===== src/rtl/core/sst_pkg.sv =====
// ============================================================================
// sst_pkg
// Shared widths, CORDIC arc tangent table and result codes for the sunrise
// and sunset time pipeline.
// ============================================================================
`default_nettype none

package sst_pkg;

    localparam int CORDIC_STEPS = 20;
    localparam int DIV_STEPS    = 31;
    localparam int SQRT_STEPS   = 31;

    localparam int XW  = 34;    // CORDIC vector components, Q30 with headroom
    localparam int ZW  = 26;    // angles in 1/65536 degree
    localparam int RW  = 32;    // divider remainder and divisor
    localparam int QW  = 31;    // divider quotient, Q30 up to one
    localparam int SW  = 62;    // square root radicand and root

    localparam logic signed [ZW-1:0] ATAN_TAB [CORDIC_STEPS] = '{
        26'sd2949120, 26'sd1740967, 26'sd919879, 26'sd466945, 26'sd234379,
        26'sd117305,  26'sd58666,   26'sd29335,  26'sd14668,  26'sd7334,
        26'sd3667,    26'sd1833,    26'sd917,    26'sd458,    26'sd229,
        26'sd115,     26'sd57,      26'sd29,     26'sd14,     26'sd7
    };

    localparam logic [1:0] STATUS_NORMAL  = 2'd0;
    localparam logic [1:0] STATUS_NO_RISE = 2'd1;
    localparam logic [1:0] STATUS_NO_SET  = 2'd2;

    localparam logic [1:0] REG_LATITUDE  = 2'd0;
    localparam logic [1:0] REG_LONGITUDE = 2'd1;
    localparam logic [1:0] REG_ZONE      = 2'd2;

    typedef struct packed {
        logic signed [ZW-1:0] z;
        logic                 flip;
    } fold_t;

endpackage

`default_nettype wire


===== src/rtl/core/sst_div_cell.sv =====
// ============================================================================
// sst_div_cell
// One quotient bit of the pipelined restoring divider.
// ============================================================================
`default_nettype none

module sst_div_cell (
    input  wire                       clk,
    input  wire                       en,
    input  wire logic [sst_pkg::RW-1:0] r_in,
    input  wire logic [sst_pkg::RW-1:0] den_in,
    input  wire logic [sst_pkg::QW-1:0] q_in,
    output logic [sst_pkg::RW-1:0]      r_out,
    output logic [sst_pkg::RW-1:0]      den_out,
    output logic [sst_pkg::QW-1:0]      q_out
);
    import sst_pkg::*;

    logic          take;
    logic [RW-1:0] diff;

    // compare, subtract, then shift for the next bit
    always_comb
    begin
        take = (r_in >= den_in);
        diff = take ? (r_in - den_in) : r_in;
    end

    always_ff @(posedge clk)
    begin
        if (en)
        begin
            r_out   <= {diff[RW-2:0], 1'b0};
            den_out <= den_in;
            q_out   <= {q_in[QW-2:0], take};
        end
    end

endmodule

`default_nettype wire


===== config.mk =====
export PLATFORM = sky130hd
export DESIGN_NAME = sst_div_cell
export DESIGN_NICKNAME = d
export VERILOG_FILES = /design/src/rtl/core/sst_pkg.sv /design/src/rtl/core/sst_div_cell.sv
export SDC_FILE = /design/constraint.sdc
export NUM_CORES = 1
export LEC_CHECK = 0
export BUFFER_PORTS_ARGS = -buffer_cell sky130_fd_sc_hd__buf_2
export CAP_MARGIN = 10
export CORE_ASPECT_RATIO = 0.5
export CORE_UTILIZATION = 30
export CTS_CLUSTER_DIAMETER = 40
export DETAILED_ROUTE_END_ITERATION = 10
export HOLD_SLACK_MARGIN = 0.15
export MAX_ROUTING_LAYER = met4
export SYNTH_ARGS = -nofsm -noshare
export SYNTH_HDL_FRONTEND = slang
export SYNTH_SLANG_ARGS = --single-unit

===== constraint.sdc =====
create_clock -name clk -period 7.8 [get_ports clk]
set_clock_uncertainty 0.05 [all_clocks]
set_input_delay 1.17 -clock clk [delete_from_list [all_inputs] [get_ports clk]]
set_output_delay 1.17 -clock clk [all_outputs]
set_load 0.05 [all_outputs]

==> impl_results.md <==
- Outcome: completed
- RSZ-0062 raised after global routing: false
- Pre-CTS setup slack: 3350 ps
- Warnings, synthesis: 0
- Wire per inst: 14.1 µm
- DRC Markers: 0
- Slowest stage delay, CP: 910 ps
- Synth Area in Adders: 8.35%
- Hold Fails Final Rpt: 0
- Mapped Area: 5040 µm²
- Area contributors post-synth: edfxtp_1, ha_1, o21ai_0, nand2_1, inv_1
- Final period util: 52.1%
- Syn Inst Count: 434
- Mux contribution to synthesized area: 0.646%
- Post-route ant nets: 0
- Crit end category: flop
- Row count: 33
- Synth-to-layout area growth: 29.3%
- Root Driver: clkbuf_16
- CP max FO: 57
- Startpoint types: input port
- Cts repair resizes: 0
- # Post-CTS Setup Buffers: 0
- Main flop type after synthesis: edfxtp_1
- Biggest area consumer among synthesized cells: edfxtp_1
- Vias: 3946
- Setup violations, final: 0
- First-pass DRT Iterations: 4
- Hold_sp: q_in[23]
- Post-synthesis async set-or-reset flop share: 0%
- Max-Cap Viols: 0
- Inst Count DP: 842
- Clk buf depth: 2
- Hold Crit Class: in2reg
- H-tree Lvls: 3
- Post-Synth XOR/XNOR Area: 3.48%
- CP dominant cell by count: a21o_1
- Cts hold-fix bufs: 0
- Cell Pwr Density: 235 nW/µm²
- Initial cell density of the core: 30.7%
- Clock transition at path regs: 70 ps
- Critical-path top delay cell: a31o_2
- Initial antenna violation count: 0
- Lkg Pwr: 2.92 nW
- CP delay by family, top: compound AO/OA/AOI/OAI gates
- Synthesized Nets: 564
- DIE AREA: 17300 µm²
- ANT cells: 0
- Complex-gate fraction of the synthesized area: 16.6%
- WS Path Type: in2reg
- Synth Register Bits: 94
- TritonCTS buffer count: 9
- Sequential area share after synthesis: 56.0%
- Final Cell Area: 6510 µm²
- I/O pins: 192
- Critical Path RT: 7850 ps
- Post-Synth Simple-Gate Area: 10.6%
- GRT Overall Usage: 14.3%
- Chip height: 93.6 µm
- Core Area: 16400 µm²
- Fin crit period: 4070 ps
- Crit. Startpoint: r_in[20]
- GPL Wtd Cong: 0.823
- Critical-path cell list: buf_2 > ha_1 > a21o_1 > a21o_1 > o211ai_1 > and3b_1 > a31o_2 > inv_2 > mux2_2
- Nets: 756
- Setup TNS: 0 ps
- Worst Max-Slew Pin Slew: 1140 ps
- Yosys cell types: 61
- Syn_area_per_cell: 11.6 µm²
- Setup ws final: 3730 ps
- Post-synth EDFFs: 94
- GRT overflow: 0
- Vias in the first global route: 3627
- VDD IR-drop max: 0.000101 V
- Share of cells above drive strength 1: 35.2%
- Number of DRC markers in iteration 0: 131
- Largest family of logic cells by synthesized area: compound AO/OA/AOI/OAI gates
- Buf/Inv on CP: 2
- Yosys top cell area share: 56.0%
- Top-count cell post-synth: edfxtp_1
- Drt total wl: 12100 µm
- Final Max Slew Viols: 0
- Crit path DAT: 4120 ps
- TritonCTS Sinks: 94
- DP Area: 6220 µm²
- Die width: 185 µm
- Via/cell ratio: 4.60
- IO buf count: 189
- Post-DP HPWL: 9260 µm
- Fin cells: 858
- Fmax: 0.246 GHz
- Normalized max-slew margin: 24.1%
- First-pass GRT wire length: 18200 µm
- Most frequent cells after synthesis: edfxtp_1, nand2_1, inv_1
- Final Util: 39.7%
- CTS tree: done
- Maximum number of pins on one net before global-route repair: 60
-- metal layers --
layer	part of all wire, %	track usage, %	wire length, µm
met2	46	21.4	5510
met3	5.3	4.24	638
met4	0.91	3.99	110
met5	0	-	0
met1	48	18.7	5850
-- worst paths after layout --
check | to | depth (start not counted)
worst min-delay path | q_out[24] | 1
worst max-delay path | r_out[10] | 9
-- flip-flops by register name, indices dropped and copies added (netlist names) --
name     flops
den_out     32
q_out       31
r_out       31
-- cell type report --
cell class | instances | area [µm²]
Tap cell | 227 | 284
Inverter | 41 | 154
Multi-Input combinational cell | 290 | 2000
Sequential cell | 94 | 2820
Clock inverter | 6 | 67.6
Timing Repair Buffer | 190 | 956
Fill cell | 1621 | 9880
Clock buffer | 10 | 229
-- placed cells by master (no fill, tap or decap), types with 4 or more instances in the layout --
master | synthesis | routed
ha_1 | 32 | 32
o21ai_0 | 37 | 37
and2_1 | 5 | 5
nor3_1 | 4 | 4
edfxtp_1 | 94 | 94
and3_1 | 4 | 4
o31ai_1 | 4 | 4
clkbuf_16 | 0 | 9
xor2_1 | 14 | 14
buf_2 | 5 | 188
nand4_1 | 6 | 6
inv_1 | 40 | 40
a21o_1 | 13 | 13
o21a_1 | 5 | 5
nor2_1 | 15 | 15
nand3_1 | 6 | 6
nand2_1 | 48 | 48
xnor2_1 | 6 | 6
o21bai_1 | 4 | 4
a21oi_1 | 26 | 26
o211ai_1 | 4 | 4
-- cells by family after synthesis --
group                    after synthesis
AO/OA/AOI/OAI                        125
XOR/XNOR                              20
adder cells (fa/ha/maj)               33
buffers and inverters                 50
flip-flops                            94
multiplexers                           3
other                                  1
AND/OR/NAND/NOR                      108
-- power by group --
part | internal (mW) | switching [mW]
logic | 0.124 | 0.329
registers | 0.617 | 0.0101
clock network | 0.251 | 0.199
total | 0.992 | 0.538
-- through the flow --
step	hold WS, ps	total power, mW
after detailed placement	1300	1.09
after floorplan	1220	0.978
after global routing	913	1.60
after CTS	921	1.55
final	936	1.53
after global placement	1300	1.09
(Power assumes the default switching activity.)
