File: config.mk
export PLATFORM = sky130hd
export DESIGN_NAME = sst_rot_cell
export DESIGN_NICKNAME = d
export VERILOG_FILES = /design/src/rtl/core/sst_pkg.sv /design/src/rtl/core/sst_rot_cell.sv
export SDC_FILE = /design/constraint.sdc
export NUM_CORES = 1
export LEC_CHECK = 0
export BUFFER_PORTS_ARGS = -buffer_cell sky130_fd_sc_hd__buf_2
export CAP_MARGIN = 20
export CORE_MARGIN = 5
export CORE_UTILIZATION = 45
export CTS_CLUSTER_SIZE = 25
export DETAILED_ROUTE_END_ITERATION = 12
export PLACE_DENSITY = 0.71
export SKIP_LAST_GASP = 1
export SLEW_MARGIN = 20
export SYNTH_ARGS = -nofsm -noshare
export SYNTH_HDL_FRONTEND = slang
export SYNTH_SLANG_ARGS = --single-unit
export TNS_END_PERCENT = 20
File: constraint.sdc
create_clock -name clk -period 6.65 [get_ports clk]
set_clock_uncertainty 0.1 [all_clocks]
set_input_delay 0.665 -clock clk [delete_from_list [all_inputs] [get_ports clk]]
set_output_delay 0.665 -clock clk [all_outputs]
set_load 0.01 [all_outputs]
File: src/rtl/core/sst_pkg.sv
// ============================================================================
// sst_pkg
// Shared widths, CORDIC arc tangent table and result codes for the sunrise
// and sunset time pipeline.
// ============================================================================
`default_nettype none

package sst_pkg;

    localparam int CORDIC_STEPS = 20;
    localparam int DIV_STEPS    = 31;
    localparam int SQRT_STEPS   = 31;

    localparam int XW  = 34;    // CORDIC vector components, Q30 with headroom
    localparam int ZW  = 26;    // angles in 1/65536 degree
    localparam int RW  = 32;    // divider remainder and divisor
    localparam int QW  = 31;    // divider quotient, Q30 up to one
    localparam int SW  = 62;    // square root radicand and root

    localparam logic signed [ZW-1:0] ATAN_TAB [CORDIC_STEPS] = '{
        26'sd2949120, 26'sd1740967, 26'sd919879, 26'sd466945, 26'sd234379,
        26'sd117305,  26'sd58666,   26'sd29335,  26'sd14668,  26'sd7334,
        26'sd3667,    26'sd1833,    26'sd917,    26'sd458,    26'sd229,
        26'sd115,     26'sd57,      26'sd29,     26'sd14,     26'sd7
    };

    localparam logic [1:0] STATUS_NORMAL  = 2'd0;
    localparam logic [1:0] STATUS_NO_RISE = 2'd1;
    localparam logic [1:0] STATUS_NO_SET  = 2'd2;

    localparam logic [1:0] REG_LATITUDE  = 2'd0;
    localparam logic [1:0] REG_LONGITUDE = 2'd1;
    localparam logic [1:0] REG_ZONE      = 2'd2;

    typedef struct packed {
        logic signed [ZW-1:0] z;
        logic                 flip;
    } fold_t;

endpackage

`default_nettype wire

File: src/rtl/core/sst_rot_cell.sv
// ============================================================================
// sst_rot_cell
// One rotation step of a pipelined CORDIC sine and cosine chain.
// ============================================================================
`default_nettype none

module sst_rot_cell #(
    parameter int STEP = 0
) (
    input  wire                               clk,
    input  wire                               en,
    input  wire logic signed [sst_pkg::XW-1:0] x_in,
    input  wire logic signed [sst_pkg::XW-1:0] y_in,
    input  wire logic signed [sst_pkg::ZW-1:0] z_in,
    input  wire logic                          flip_in,
    output logic signed [sst_pkg::XW-1:0]      x_out,
    output logic signed [sst_pkg::XW-1:0]      y_out,
    output logic signed [sst_pkg::ZW-1:0]      z_out,
    output logic                               flip_out
);
    import sst_pkg::*;

    logic signed [XW-1:0] x_next;
    logic signed [XW-1:0] y_next;
    logic signed [ZW-1:0] z_next;

    // rotate towards zero residual angle
    always_comb
    begin
        if (z_in >= 0)
        begin
            x_next = x_in - (y_in >>> STEP);
            y_next = y_in + (x_in >>> STEP);
            z_next = z_in - ATAN_TAB[STEP];
        end
        else
        begin
            x_next = x_in + (y_in >>> STEP);
            y_next = y_in - (x_in >>> STEP);
            z_next = z_in + ATAN_TAB[STEP];
        end
    end

    always_ff @(posedge clk)
    begin
        if (en)
        begin
            x_out    <= x_next;
            y_out    <= y_next;
            z_out    <= z_next;
            flip_out <= flip_in;
        end
    end

endmodule

`default_nettype wire

==> out/qor.txt <==
Outcome: complete, no violations
Initial DRC count: 825
Ports: 192
Worst Hold Class: in2reg
# diodes: 0
Largest net degree at the start of global routing: 51
Vias in the first global route: 7863
Power density cells: 206 nW/um^2
Overall power: 2.12 mW
Total congestion overflow: 0
Synth area leaders: edfxtp_1, ha_1, a21oi_1
H-Tree Depth: 3
Worst Setup Start Kind: input pin
Max FO, Critical Path: 36
Final hold vios: 0
Leakage power: 4.55 nW
Mapped Cells: 1009
Kind of critical path: in2reg
Ys async rst share: 0%
Cts hold-fix bufs: 0
Setup repair bufs after CTS: 0
DR vias: 8256
GP Congestion: 0.952
Post-synth EDFFs: 94
Fmax: 0.226 GHz
Synth area leader: edfxtp_1
PortBufs: 191
Cell area after synthesis: 8860 um^2
Fin nets: 1382
Setup crit end: z_out[25]
Core region area: 19400 um^2
Antenna violations before repair: 0
RSZ-0062 raised after global routing: no
Min Tclk post-route: 4.43 ns
Max_cap viols: 0
Top cell type's share of synthesized area: 31.8%
CTS tree: done
Starting Density: 45.7%
Total GRT Usage: 23.2%
Most frequent cells in the layout: buf_2, a21oi_1, ha_1
Slew Limit Fails: 0
TritonRoute pass-1 iters: 6
Cts bufs inserted: 9
Syn-to-layout area delta: 16.1%
Clk sinks: 94
Final ANT Viol Nets: 0
Final period util: 66.6%
Critical Path Sink Type: flip-flop
Worst EP required: 6.65 ns
Share of cells above drive strength 1: 19.5%
Total wire length: 27.0 mm
Clock tree buffer depth: 2
Commonest non-fill, non-tap cell in the layout: buf_2
Global-route wire length before repair: 41.4 mm
Syn Area/Cell: 8.78 um^2
Critical path launch point: z_in[25]
DR vias/cell: 5.72
Fillers: 1892
Number of synthesized register bits: 94
Die ar.: 22600 um^2
Detailed placer's ending HPWL: 21.6 mm
Post-CTS resize count: 0
Die Wd: 150 um
Final setup viols: 0
Worst slew margin: 32.5%
Clk slew on worst S/H paths: 0.06 ns
Synth Flop Type: edfxtp_1
Register area: 2820 um^2
Multi-input gate area: 5420 um^2
Slew @ Worst Pin: 1.01 ns
Synthesized net count: 1218
Seq/Total Area, Yosys: 31.8%
VDD IR-drop max: 0.000101 V
CTS root buffer: clkbuf_16
Die H: 150 um
Setup TNS: 0 ns
Yosys warnings: 0
CP arrival: 4.42 ns
WL/cell: 18.7 um
DRC: 0
# rows: 51
Yosys cell types: 75
[how the worst min path moves through the flow]
| stage | startpoint | to | cells past startpoint |
|---|---|---|---|
| 2_1_floorplan | flip_in | flip_out | 0 |
| 3_3_place_gp | flip_in | flip_out | 1 |
| 3_5_place_dp | flip_in | flip_out | 1 |
| 4_1_cts | flip_in | flip_out | 1 |
| 5_1_grt | flip_in | flip_out | 1 |
| 6_report | flip_in | flip_out | 1 |
[metrics by stage]
step / setup WS [ns] / util (%) / std cells / cell area, um^2 / hold slack [ns]
finish: 2.22 / 53.0 / 1443 / 10300 / 0.392
global route: 1.94 / 53.0 / 1443 / 10300 / 0.378
CTS: 2.28 / 53.0 / 1443 / 10300 / 0.380
detailed placement: 1.92 / 51.5 / 1427 / 9990 / 0.744
global placement: 2.06 / 51.5 / 1427 / 9990 / 0.742
floorplan: 2.72 / - / 1009 / 8860 / 0.664
[layer usage]
| layer | vias to the layer above | share of wire [%] | global-route usage [%] |
|---|---|---|---|
| met1 | 3854 | 43 | 31.5 |
| met2 | 403 | 46 | 38.3 |
| met4 | 0 | 2.5 | 6.82 |
| met5 | - | 0 | 0 |
| li1 | 3943 | - | - |
| met3 | 56 | 8.8 | 3.43 |
[sequential cells by signal (all words and copies together) (netlist names)]
register  flops
y_out        33
x_out        34
flip_out      1
z_out        26
[kinds of logic after synthesis]
group | after synthesis | share of synthesized area [%]
multiplexers | 15 | 1.69
buffers and inverters | 155 | 7.11
flip-flops | 94 | 31.8
AND/OR/NAND/NOR | 232 | 12.2
AO/OA/AOI/OAI | 328 | 23.7
adder cells (fa/ha/maj) | 112 | 16.1
XOR/XNOR | 73 | 7.21
[area by class of cell]
class | instances | share of cell area (%)
sequential | 94 | 27.4
clock inverter | 7 | 0.693
inverter | 114 | 4.21
timing repair buffer | 194 | 9.54
multi-input combinational | 760 | 52.7
clock buffer | 9 | 2.19
tap | 265 | 3.22
[cells in the mapped netlist, types with 3 or more instances]
library cell,number
mux2i_1,15
nand3_1,8
edfxtp_1,94
and2_1,4
buf_1,6
a211oi_1,9
inv_2,5
o211ai_1,10
o31ai_1,8
o41ai_1,3
a221oi_1,4
o21a_1,10
o21ai_1,3
ha_1,108
o21ai_0,56
and3_1,4
nor2b_1,8
nand2_1,42
fa_1,4
xor2_1,10
a211o_1,3
a21oi_1,124
nand2b_1,3
buf_2,11
a21o_1,16
nor4_1,14
o21bai_1,33
a2111oi_0,4
nor3_1,27
nor2_1,96
xnor2_1,63
inv_1,106
buf_4,4
a21boi_0,3
a31oi_1,7
clkbuf_1,18
nand4_1,11
[worst max-delay path: stages]
cell	delay, ns
buf_2	0.13
inv_1	0.08
ha_1	0.13
nor4b_1	0.26
nand4_1	0.22
o21ai_4	0.84
inv_2	0.42
ha_1	0.45
a21oi_1	0.23
o21bai_1	0.09
a21oi_1	0.22
o21bai_1	0.10
a21oi_1	0.21
o21bai_1	0.09
a21oi_1	0.17
xnor2_1	0.08
[where the power goes]
part           internal [mW]  switching, mW
Sequential             0.773         0.0230
Clock                  0.292          0.233
Combinational          0.302          0.497
Power figures use the tool's default switching activity.
