`src/rtl/core/sst_pkg.sv`:
```
// ============================================================================
// sst_pkg
// Shared widths, CORDIC arc tangent table and result codes for the sunrise
// and sunset time pipeline.
// ============================================================================
`default_nettype none

package sst_pkg;

    localparam int CORDIC_STEPS = 20;
    localparam int DIV_STEPS    = 31;
    localparam int SQRT_STEPS   = 31;

    localparam int XW  = 34;    // CORDIC vector components, Q30 with headroom
    localparam int ZW  = 26;    // angles in 1/65536 degree
    localparam int RW  = 32;    // divider remainder and divisor
    localparam int QW  = 31;    // divider quotient, Q30 up to one
    localparam int SW  = 62;    // square root radicand and root

    localparam logic signed [ZW-1:0] ATAN_TAB [CORDIC_STEPS] = '{
        26'sd2949120, 26'sd1740967, 26'sd919879, 26'sd466945, 26'sd234379,
        26'sd117305,  26'sd58666,   26'sd29335,  26'sd14668,  26'sd7334,
        26'sd3667,    26'sd1833,    26'sd917,    26'sd458,    26'sd229,
        26'sd115,     26'sd57,      26'sd29,     26'sd14,     26'sd7
    };

    localparam logic [1:0] STATUS_NORMAL  = 2'd0;
    localparam logic [1:0] STATUS_NO_RISE = 2'd1;
    localparam logic [1:0] STATUS_NO_SET  = 2'd2;

    localparam logic [1:0] REG_LATITUDE  = 2'd0;
    localparam logic [1:0] REG_LONGITUDE = 2'd1;
    localparam logic [1:0] REG_ZONE      = 2'd2;

    typedef struct packed {
        logic signed [ZW-1:0] z;
        logic                 flip;
    } fold_t;

endpackage

`default_nettype wire

```
`src/rtl/core/sst_sqrt_cell.sv`:
```
// ============================================================================
// sst_sqrt_cell
// One digit step of the pipelined integer square root.
// ============================================================================
`default_nettype none

module sst_sqrt_cell #(
    parameter int STEP = 0
) (
    input  wire                       clk,
    input  wire                       en,
    input  wire logic [sst_pkg::SW-1:0] v_in,
    input  wire logic [sst_pkg::SW-1:0] res_in,
    output logic [sst_pkg::SW-1:0]      v_out,
    output logic [sst_pkg::SW-1:0]      res_out
);
    import sst_pkg::*;

    localparam logic [SW-1:0] BIT = SW'(1) << (2 * STEP);

    logic [SW-1:0] trial;
    logic [SW-1:0] v_next;
    logic [SW-1:0] res_next;

    always_comb
    begin
        trial = res_in + BIT;
        if (v_in >= trial)
        begin
            v_next   = v_in - trial;
            res_next = (res_in >> 1) + BIT;
        end
        else
        begin
            v_next   = v_in;
            res_next = res_in >> 1;
        end
    end

    always_ff @(posedge clk)
    begin
        if (en)
        begin
            v_out   <= v_next;
            res_out <= res_next;
        end
    end

endmodule

`default_nettype wire

```
`config.mk`:
```
export PLATFORM = sky130hd
export DESIGN_NAME = sst_sqrt_cell
export DESIGN_NICKNAME = d
export VERILOG_FILES = /design/src/rtl/core/sst_pkg.sv /design/src/rtl/core/sst_sqrt_cell.sv
export SDC_FILE = /design/constraint.sdc
export NUM_CORES = 1
export LEC_CHECK = 0
export BUFFER_PORTS_ARGS = -buffer_cell sky130_fd_sc_hd__buf_2
export CAP_MARGIN = 20
export CELL_PAD_IN_SITES_DETAIL_PLACEMENT = 1
export CELL_PAD_IN_SITES_GLOBAL_PLACEMENT = 1
export CORE_MARGIN = 2
export CORE_UTILIZATION = 37
export CTS_CLUSTER_DIAMETER = 150
export CTS_CLUSTER_SIZE = 28
export DETAILED_ROUTE_END_ITERATION = 8
export PLACE_DENSITY_LB_ADDON = 0.1
export RECOVER_POWER = 50
export SLEW_MARGIN = 5
export SYNTH_ARGS = -nofsm -noshare
export SYNTH_HDL_FRONTEND = slang
export SYNTH_SLANG_ARGS = --single-unit
```
`constraint.sdc`:
```
create_clock -name clk -period 5.7 [get_ports clk]
set_clock_uncertainty 0.05 [all_clocks]
set_input_delay 0.855 -clock clk [delete_from_list [all_inputs] [get_ports clk]]
set_output_delay 0.855 -clock clk [all_outputs]
set_load 0.05 [all_outputs]
```
==> flow_summary.ini <==
[critical_path]
critPathSlowestCell = or3_1
crit_type = input pin to register
arrival_ns = 5.54
cp-start-kind = input pin
endpoint_kind = register
worstPathCellList = buf_2 -> ha_1 -> nand3_1 -> nor2_2 -> and3_1 -> nand2_2 -> or3_1 -> buf_4 -> nor2_1 -> buf_4 -> nand3_1 -> xor2_1 -> ha_1 -> buf_4 -> a21o_1 -> a21o_1 -> a21o_1 -> a311o_1 -> a211o_1 -> or3_1 -> a41oi_1 -> xor2_1 -> a21oi_1
cp_max_fo = 6
cp_slowest_stage_delay_ns = 0.43
cp_data_required_time_ns = 5.83

[cts]
htreeDepth = 4
cts_buffers = 17
cts_max_path_buffers = 2
cts_root_buffer = clkbuf_16
cts.reportedPaths.clkPinSlew_ns = 0.07
clock_sinks = 124
cts_tree = done

[timing]
holdWs_ns = 0.682
final_hold_viol_count = 0
setup_viol = 0
fin_tns_setup_ns = 0
fin_crit_sh = 0.950
slew_headroom = -1.40
report.final.slew_viol_count = 92
setup_slack_ns = 0.287
worst_slew_pin_slew_ns = 3.60
rsz0062_at_grt = false
fin_crit_ns = 5.41
clock.fmax_mhz = 185

[floorplanning]
dieArea_um2 = 30400
fp-row-count = 62
die_h_um = 174
pin_count = 250
start_util = 0.375
fp.coreArea_um2 = 28600
die_w_um = 174

[flow_run]
drv_cap = 2

[pwr]
swShare = 0.402
p_int_uw = 2190
p_leak_uw = 0.00543
net-switching-power_uw = 1470
p_seq_frac = 0.319
finalPower_uw = 3670
combPwrFrac = 0.365
power_frac_clock = 0.317
vdd_ir_drop_max_mv = 0.149
powerDensity_nw_per_um2 = 268

[yosys]
ys.flop_type = edfxtp_1
postSynthNetCount = 1442
syn-instance-count = 1251
yosysWarningCount = 0
synth_seq_cells = 124
ys_seq_area_frac = 0.347
post_synth_num_cell_types = 71
synth.avg_cell_area_um2 = 8.58
synthesis.area_um2 = 10700
synth-edff-count = 124
synthArstFlopShare = 0

[finish]
layout_commonest_cell = buf_4
n_fill_cell = 3550
layout-drive-gt1-share = 0.200
area_delta_synth_final_pct = 27.6
design_area_um2 = 13700
nNetsFinal = 1782
layout_common_cells = buf_4, a21oi_1, nand2_1

[global_routing]
antenna_found_initial = 6
track_usage = 0.286
grt.overflow.total = 0
grt_max_degree = 62
grt_pass1_vias = 11337
grt_pass1_wl_um = 66200

[detailed_routing]
drtAntennaViolNets = 0
remaining_drc_errors = 0
wl_per_cell_um = 21.9
routed_wl_um = 43700
first_iter_violations = 695
vias = 10891
firstDrtPassIters = 5
viasPerCell = 5.46

[hold_path]
worstHoldStart = v_in[59]
min_delay_path_depth = 3
hold_end = v_out[59]
hold_class = input pin to register

[placed_design]
globalplace.congestion = 0.954
io_buffers = 249
dp_slack_ns = -0.113
dp_hpwl_um = 35700
dpl_cell_area_um2 = 13200

[run_status]
violations = max-capacitance violations, max-slew violations
outcome = finished with violations
[what timing repair did]
item,CTS,global route
hold buffers,0,0
setup endpoints to repair,0,1
gates resized for setup,0,2
buffers inserted,0,0
[critical path, delay by kind of cell]
family | cells | cell delay [ns]
and+or+nand+nor | 8 | 1.62
AOI/OAI and AO/OA | 7 | 1.57
buffers and inverters | 4 | 0.57
xor gates and xnor gates | 2 | 0.45
adders and majority gates | 2 | 0.45
[area by class of cell]
cell class,instances,area (µm²),area share
antenna,5,12.5,0.000914
clock buffer,17,425,0.0311
clock inverter,15,176,0.0129
inverter,31,116,0.00850
multi-input combinational,1025,6570,0.480
sequential,124,3720,0.272
tap,384,480,0.0351
timing repair buffer,392,2180,0.160
[power by group through the flow]
stage | Combinational, µW | Sequential (µW) | Clock, µW
6_report | 1340 | 1170 | 1160
5_1_grt | 1440 | 1180 | 1200
4_1_cts | 1360 | 1170 | 1180
3_5_place_dp | 1360 | 1180 | 0
3_3_place_gp | 1340 | 1190 | 0
2_1_floorplan | 543 | 1540 | 0
[flip-flops by register name, indices dropped and copies added, names as in the netlist]
| name | cells |
|---|---|
| v_out | 62 |
| res_out | 62 |
[Yosys cell counts (10+ instances only)]
cell / n / area [µm²]
xnor2_1: 102 / 893
nor3_1: 32 / 160
clkbuf_1: 34 / 128
buf_2: 21 / 105
nor4_1: 11 / 68.8
a21o_1: 33 / 248
o21ai_0: 39 / 195
o21ai_1: 10 / 50.1
ha_1: 64 / 801
and2_1: 11 / 68.8
nand2_1: 134 / 503
o21bai_1: 16 / 120
a21oi_1: 138 / 691
edfxtp_1: 124 / 3720
nand4_1: 54 / 338
inv_1: 31 / 116
nor2_1: 123 / 462
nand3_1: 58 / 290
and3_1: 24 / 150
xor2_1: 75 / 657
[worst max-delay path by stage]
stage,to,cells after the start,start
floorplan,res_out[44],21,res_in[1]
global placement,v_out[59],24,res_in[1]
detailed placement,v_out[56],23,res_in[1]
CTS,v_out[56],23,res_in[1]
global route,res_out[59],23,res_in[1]
finish,v_out[56],23,res_in[1]
[layer usage]
| layer | GRT usage | routed length [µm] | up-vias |
|---|---|---|---|
| met5 | 0 | 16 | - |
| met4 | 0.0826 | 1020 | 2 |
| met3 | 0.0407 | 2160 | 61 |
| met2 | 0.496 | 21400 | 327 |
| met1 | 0.370 | 19000 | 5287 |
| li1 | - | - | 5214 |
[stage by stage]
step,std cells,utilization
after detailed placement,1956,0.462
after global placement,1956,0.462
after CTS,1988,0.483
after global routing,1991,0.478
final,1993,0.478
after floorplan,1251,-
[kinds of logic after synthesis]
family / share of synthesized area
fa+ha+maj: 0.0765
compound gates: 0.164
flops: 0.347
xor+xnor: 0.146
buf+inv: 0.0425
simple gates: 0.225
Note: power is estimated with default switching activity, not from simulation.
