<file path="config.mk">
export PLATFORM = sky130hd
export DESIGN_NAME = sst_vec_cell
export DESIGN_NICKNAME = d
export VERILOG_FILES = /design/src/rtl/core/sst_pkg.sv /design/src/rtl/core/sst_vec_cell.sv
export SDC_FILE = /design/constraint.sdc
export NUM_CORES = 1
export LEC_CHECK = 0
export BUFFER_PORTS_ARGS = -buffer_cell sky130_fd_sc_hd__buf_2
export CAP_MARGIN = 20
export CORE_MARGIN = 2
export CORE_UTILIZATION = 62
export CTS_BUF_LIST = sky130_fd_sc_hd__clkbuf_4
export DETAILED_ROUTE_END_ITERATION = 10
export PLACE_DENSITY_LB_ADDON = 0.1
export SLEW_MARGIN = 20
export SYNTH_ARGS = -nofsm -noshare
export SYNTH_HDL_FRONTEND = slang
export SYNTH_SLANG_ARGS = --single-unit
</file>
<file path="constraint.sdc">
create_clock -name clk -period 6.3 [get_ports clk]
set_input_delay 0.63 -clock clk [delete_from_list [all_inputs] [get_ports clk]]
set_output_delay 0.63 -clock clk [all_outputs]
set_load 0.01 [all_outputs]
</file>
<file path="src/rtl/core/sst_pkg.sv">
// ============================================================================
// sst_pkg
// Shared widths, CORDIC arc tangent table and result codes for the sunrise
// and sunset time pipeline.
// ============================================================================
`default_nettype none

package sst_pkg;

    localparam int CORDIC_STEPS = 20;
    localparam int DIV_STEPS    = 31;
    localparam int SQRT_STEPS   = 31;

    localparam int XW  = 34;    // CORDIC vector components, Q30 with headroom
    localparam int ZW  = 26;    // angles in 1/65536 degree
    localparam int RW  = 32;    // divider remainder and divisor
    localparam int QW  = 31;    // divider quotient, Q30 up to one
    localparam int SW  = 62;    // square root radicand and root

    localparam logic signed [ZW-1:0] ATAN_TAB [CORDIC_STEPS] = '{
        26'sd2949120, 26'sd1740967, 26'sd919879, 26'sd466945, 26'sd234379,
        26'sd117305,  26'sd58666,   26'sd29335,  26'sd14668,  26'sd7334,
        26'sd3667,    26'sd1833,    26'sd917,    26'sd458,    26'sd229,
        26'sd115,     26'sd57,      26'sd29,     26'sd14,     26'sd7
    };

    localparam logic [1:0] STATUS_NORMAL  = 2'd0;
    localparam logic [1:0] STATUS_NO_RISE = 2'd1;
    localparam logic [1:0] STATUS_NO_SET  = 2'd2;

    localparam logic [1:0] REG_LATITUDE  = 2'd0;
    localparam logic [1:0] REG_LONGITUDE = 2'd1;
    localparam logic [1:0] REG_ZONE      = 2'd2;

    typedef struct packed {
        logic signed [ZW-1:0] z;
        logic                 flip;
    } fold_t;

endpackage

`default_nettype wire

</file>
<file path="src/rtl/core/sst_vec_cell.sv">
// ============================================================================
// sst_vec_cell
// One vectoring step of the pipelined CORDIC arc cosine chain.
// ============================================================================
`default_nettype none

module sst_vec_cell #(
    parameter int STEP = 0
) (
    input  wire                               clk,
    input  wire                               en,
    input  wire logic signed [sst_pkg::XW-1:0] x_in,
    input  wire logic signed [sst_pkg::XW-1:0] y_in,
    input  wire logic signed [sst_pkg::ZW-1:0] z_in,
    output logic signed [sst_pkg::XW-1:0]      x_out,
    output logic signed [sst_pkg::XW-1:0]      y_out,
    output logic signed [sst_pkg::ZW-1:0]      z_out
);
    import sst_pkg::*;

    logic signed [XW-1:0] x_next;
    logic signed [XW-1:0] y_next;
    logic signed [ZW-1:0] z_next;

    // drive y towards zero, accumulate the angle
    always_comb
    begin
        if (y_in > 0)
        begin
            x_next = x_in + (y_in >>> STEP);
            y_next = y_in - (x_in >>> STEP);
            z_next = z_in + ATAN_TAB[STEP];
        end
        else
        begin
            x_next = x_in - (y_in >>> STEP);
            y_next = y_in + (x_in >>> STEP);
            z_next = z_in - ATAN_TAB[STEP];
        end
    end

    always_ff @(posedge clk)
    begin
        if (en)
        begin
            x_out <= x_next;
            y_out <= y_next;
            z_out <= z_next;
        end
    end

endmodule

`default_nettype wire

</file>
==> impl_metrics.json <==
{
  "syn-num-nets": 1251,
  "place_area_mm2": 0.00998,
  "gp_congestion": 0.979,
  "first_pass_iters": 5,
  "cts_tree": "yes",
  "final_common_cell": "buf_2",
  "grt.overflow.total": 0,
  "critPathKind": "input port to flip-flop",
  "layout-drive-gt1-share_pct": 19.0,
  "crit_buf_inv": 2,
  "yosys.area_share.simple_pct": 12.9,
  "cts_resized": 0,
  "slew-limit-headroom_pct": 41.7,
  "cp_top_family": "compound AO/OA/AOI/OAI gates",
  "yosysTopAreaCell": "edfxtp_1",
  "finalHoldWorstSlack_ns": 0.307,
  "cts-root-buf": "clkbuf_4",
  "max_clock_freq_mhz": 262,
  "die_area_mm2": 0.0155,
  "drc": 0,
  "power_density_mw_per_mm2": 199,
  "path_cells": "buf_2, nor4_1, nand4_1, nor2_1, a21o_2, buf_4, ha_1, a21oi_1, o21ai_0, a21o_1, a21oi_1, xnor2_1",
  "initial_core_util_pct": 62.6,
  "hold_path_class": "input port to flip-flop",
  "cp.required_ns": 6.56,
  "tightestPinTransition_ns": 0.874,
  "seq_area_frac_synth_pct": 31.1,
  "final.setup.tns_ns": 0,
  "stdcell_area_mm2": 0.0101,
  "cts_num_sinks": 93,
  "nNetsFinal": 1406,
  "grt_pass1_wl_um": 41600,
  "synthTopCellsByArea": "edfxtp_1 31%, ha_1 15%, a21oi_1 7.3%, xnor2_1 6.4%, inv_1 4.2%",
  "syn_avg_cell_area_um2": 8.61,
  "grt_antenna_before_repair": 1,
  "synth_area_mm2": 0.00899,
  "routed_via_density": 6.19,
  "grt_max_degree": 71,
  "clkPwrFrac_pct": 16.1,
  "p_sw_share_pct": 39.4,
  "synth-xor-area-share_pct": 7.31,
  "rsz0062_at_grt": "false",
  "syn_inst": 1044,
  "final_cell_mix": "188 x buf_2, 132 x a21oi_1, 107 x ha_1",
  "hold_violations": 0,
  "drv_slew": 0,
  "switchingPower_w": 0.000794,
  "design.portCount": 190,
  "crit_end": "z_out[25]$_DFFE_PP_",
  "post-cts-setup-buffers": 0,
  "io_buffer_count": 189,
  "wl_um": 26500,
  "pwr-share-comb_pct": 42.5,
  "slowest_stage": "nor4_1",
  "core_area_mm2": 0.0144,
  "cts_hold_buf": 0,
  "grt_pass1_vias": 8053,
  "fin_crit_ns": 3.82,
  "die_h_um": 124,
  "cp_slowest_stage_delay_ns": 0.72,
  "track_usage_pct": 33.4,
  "critPathArrivalTime_ns": 4.07,
  "synth_top_family_by_area": "compound AO/OA/AOI/OAI gates",
  "drtAntennaViolNets": 0,
  "maxCapViolCount": 0,
  "p_int_w": 0.00122,
  "cts_buffer_depth": 2,
  "via_count": 8604,
  "ir_worst_vdd_mv": 0.150,
  "synth_top_flop_cell": "edfxtp_1",
  "min_period_over_period_pct": 60.6,
  "num_rows": 44,
  "path_clk_slew_ns": 0.15,
  "worstPathMaxFanout": 52,
  "numCtsBuffers": 9,
  "avgRoutedWirePerCell_um": 19.1,
  "ys_ff_latch": 93,
  "p_leak_nw": 4.53,
  "ys_async_sr_fraction_pct": 0,
  "startpoint": "y_in[8]",
  "outcome": "complete, no violations",
  "htree_levels": 3,
  "critPathCaptureType": "flip-flop",
  "pwr-share-seq_pct": 41.4,
  "synth-compound-area-share_pct": 24.6,
  "drt_iter0_drc": 821,
  "syn2layout_area_growth_pct": 12.5,
  "place_hpwl_um": 20900,
  "synth_fa_ha_area_share_pct": 15.8,
  "crit_top_cell": "a21oi_1",
  "synth_cell_types": 64,
  "synth_edf_count": 93,
  "crit_cells": 12,
  "synth_top_area_share_pct": 31.1,
  "muxShareOfSynthArea_pct": 1.56,
  "synth.yosys.warnings": 0,
  "finalSetupViolCount": 0,
  "die_w_um": 124,
  "cp-start-kind": "input port"
}
[per-stage QoR]
step | setup slack, ns | power [W] | util [%] | instances
6_report | 2.48 | 0.00201 | 70.4 | 1390
5_1_grt | 2.40 | 0.00212 | 70.4 | 1390
4_1_cts | 2.57 | 0.00200 | 70.4 | 1388
3_5_place_dp | 2.02 | 0.00168 | 69.5 | 1372
3_3_place_gp | 2.12 | 0.00167 | 69.5 | 1372
2_1_floorplan | 2.42 | 0.00139 | - | 1044
[flip-flops by register name, indices dropped and copies added (netlist names)]
register / cells
y_out: 33
x_out: 34
z_out: 26
[cell families after synthesis]
logic type / count (synthesis)
AO/OA/AOI/OAI: 349
AND/OR/NAND/NOR: 247
buffers and inverters: 155
adder cells (fa/ha/maj): 111
flip-flops: 93
XOR/XNOR: 75
multiplexers: 14
[Yosys cell counts, types with 3 or more instances]
| master | instances |
|---|---|
| nor2b_1 | 13 |
| clkbuf_1 | 26 |
| nor4_1 | 11 |
| o211ai_2 | 3 |
| xor2_1 | 9 |
| or4_1 | 4 |
| inv_1 | 101 |
| mux2i_1 | 14 |
| buf_2 | 12 |
| a311o_1 | 3 |
| xnor2_1 | 66 |
| a221oi_1 | 3 |
| edfxtp_1 | 93 |
| a211oi_1 | 6 |
| ha_1 | 107 |
| o31ai_1 | 14 |
| nand3_1 | 16 |
| fa_1 | 4 |
| nor2_1 | 88 |
| or2_2 | 5 |
| nand4_1 | 12 |
| nand2_1 | 56 |
| a21oi_1 | 132 |
| a21o_1 | 22 |
| nor3_1 | 19 |
| buf_1 | 7 |
| o21ai_0 | 72 |
| a31oi_1 | 8 |
| or3_1 | 7 |
| o21bai_1 | 22 |
| o31a_1 | 3 |
| o21a_1 | 10 |
| o21ai_1 | 4 |
| o22ai_1 | 3 |
| a21boi_0 | 4 |
| o211ai_1 | 11 |
| nand2b_1 | 9 |
| a311oi_1 | 3 |
| a211o_1 | 6 |
| clkinv_1 | 4 |
[metal layers]
metal | wire, um | track usage [%] | share of wire (%)
met5 | 0 | 0 | 0
met4 | 985 | 14.0 | 3.7
met3 | 2200 | 4.81 | 8.3
met2 | 12700 | 56.8 | 48
met1 | 10600 | 42.7 | 40
[final cells by class]
cell class | count | area (um^2)
sequential | 93 | 2790
antenna | 2 | 5.00
inverter | 107 | 402
fill | 1204 | 4260
tap | 184 | 230
multi-input combinational | 796 | 5590
clock inverter | 7 | 58.8
clock buffer | 9 | 67.6
timing repair buffer | 192 | 971
[worst min path at each step]
stage | startpoint | endpoint | slack [ns] | depth (start not counted)
floorplan | z_in[0] | z_out[0]$_DFFE_PP_ | 0.73 | 0
global route | z_in[2] | z_out[2]$_DFFE_PP_ | 0.29 | 1
finish | z_in[8] | z_out[8]$_DFFE_PP_ | 0.31 | 1
CTS | z_in[8] | z_out[8]$_DFFE_PP_ | 0.29 | 1
global placement | z_in[15] | z_out[15]$_DFFE_PP_ | 0.81 | 1
detailed placement | z_in[8] | z_out[8]$_DFFE_PP_ | 0.81 | 1
[power by group through the flow]
stage / combinational (W) / sequential (W) / clock [W]
finish: 0.000856 / 0.000834 / 0.000324
global route: 0.000926 / 0.000842 / 0.000349
CTS: 0.000840 / 0.000835 / 0.000327
detailed placement: 0.000835 / 0.000849 / 0
global placement: 0.000824 / 0.000845 / 0
floorplan: 0.000496 / 0.000899 / 0
No activity file was read; power rests on OpenSTA's default activity.
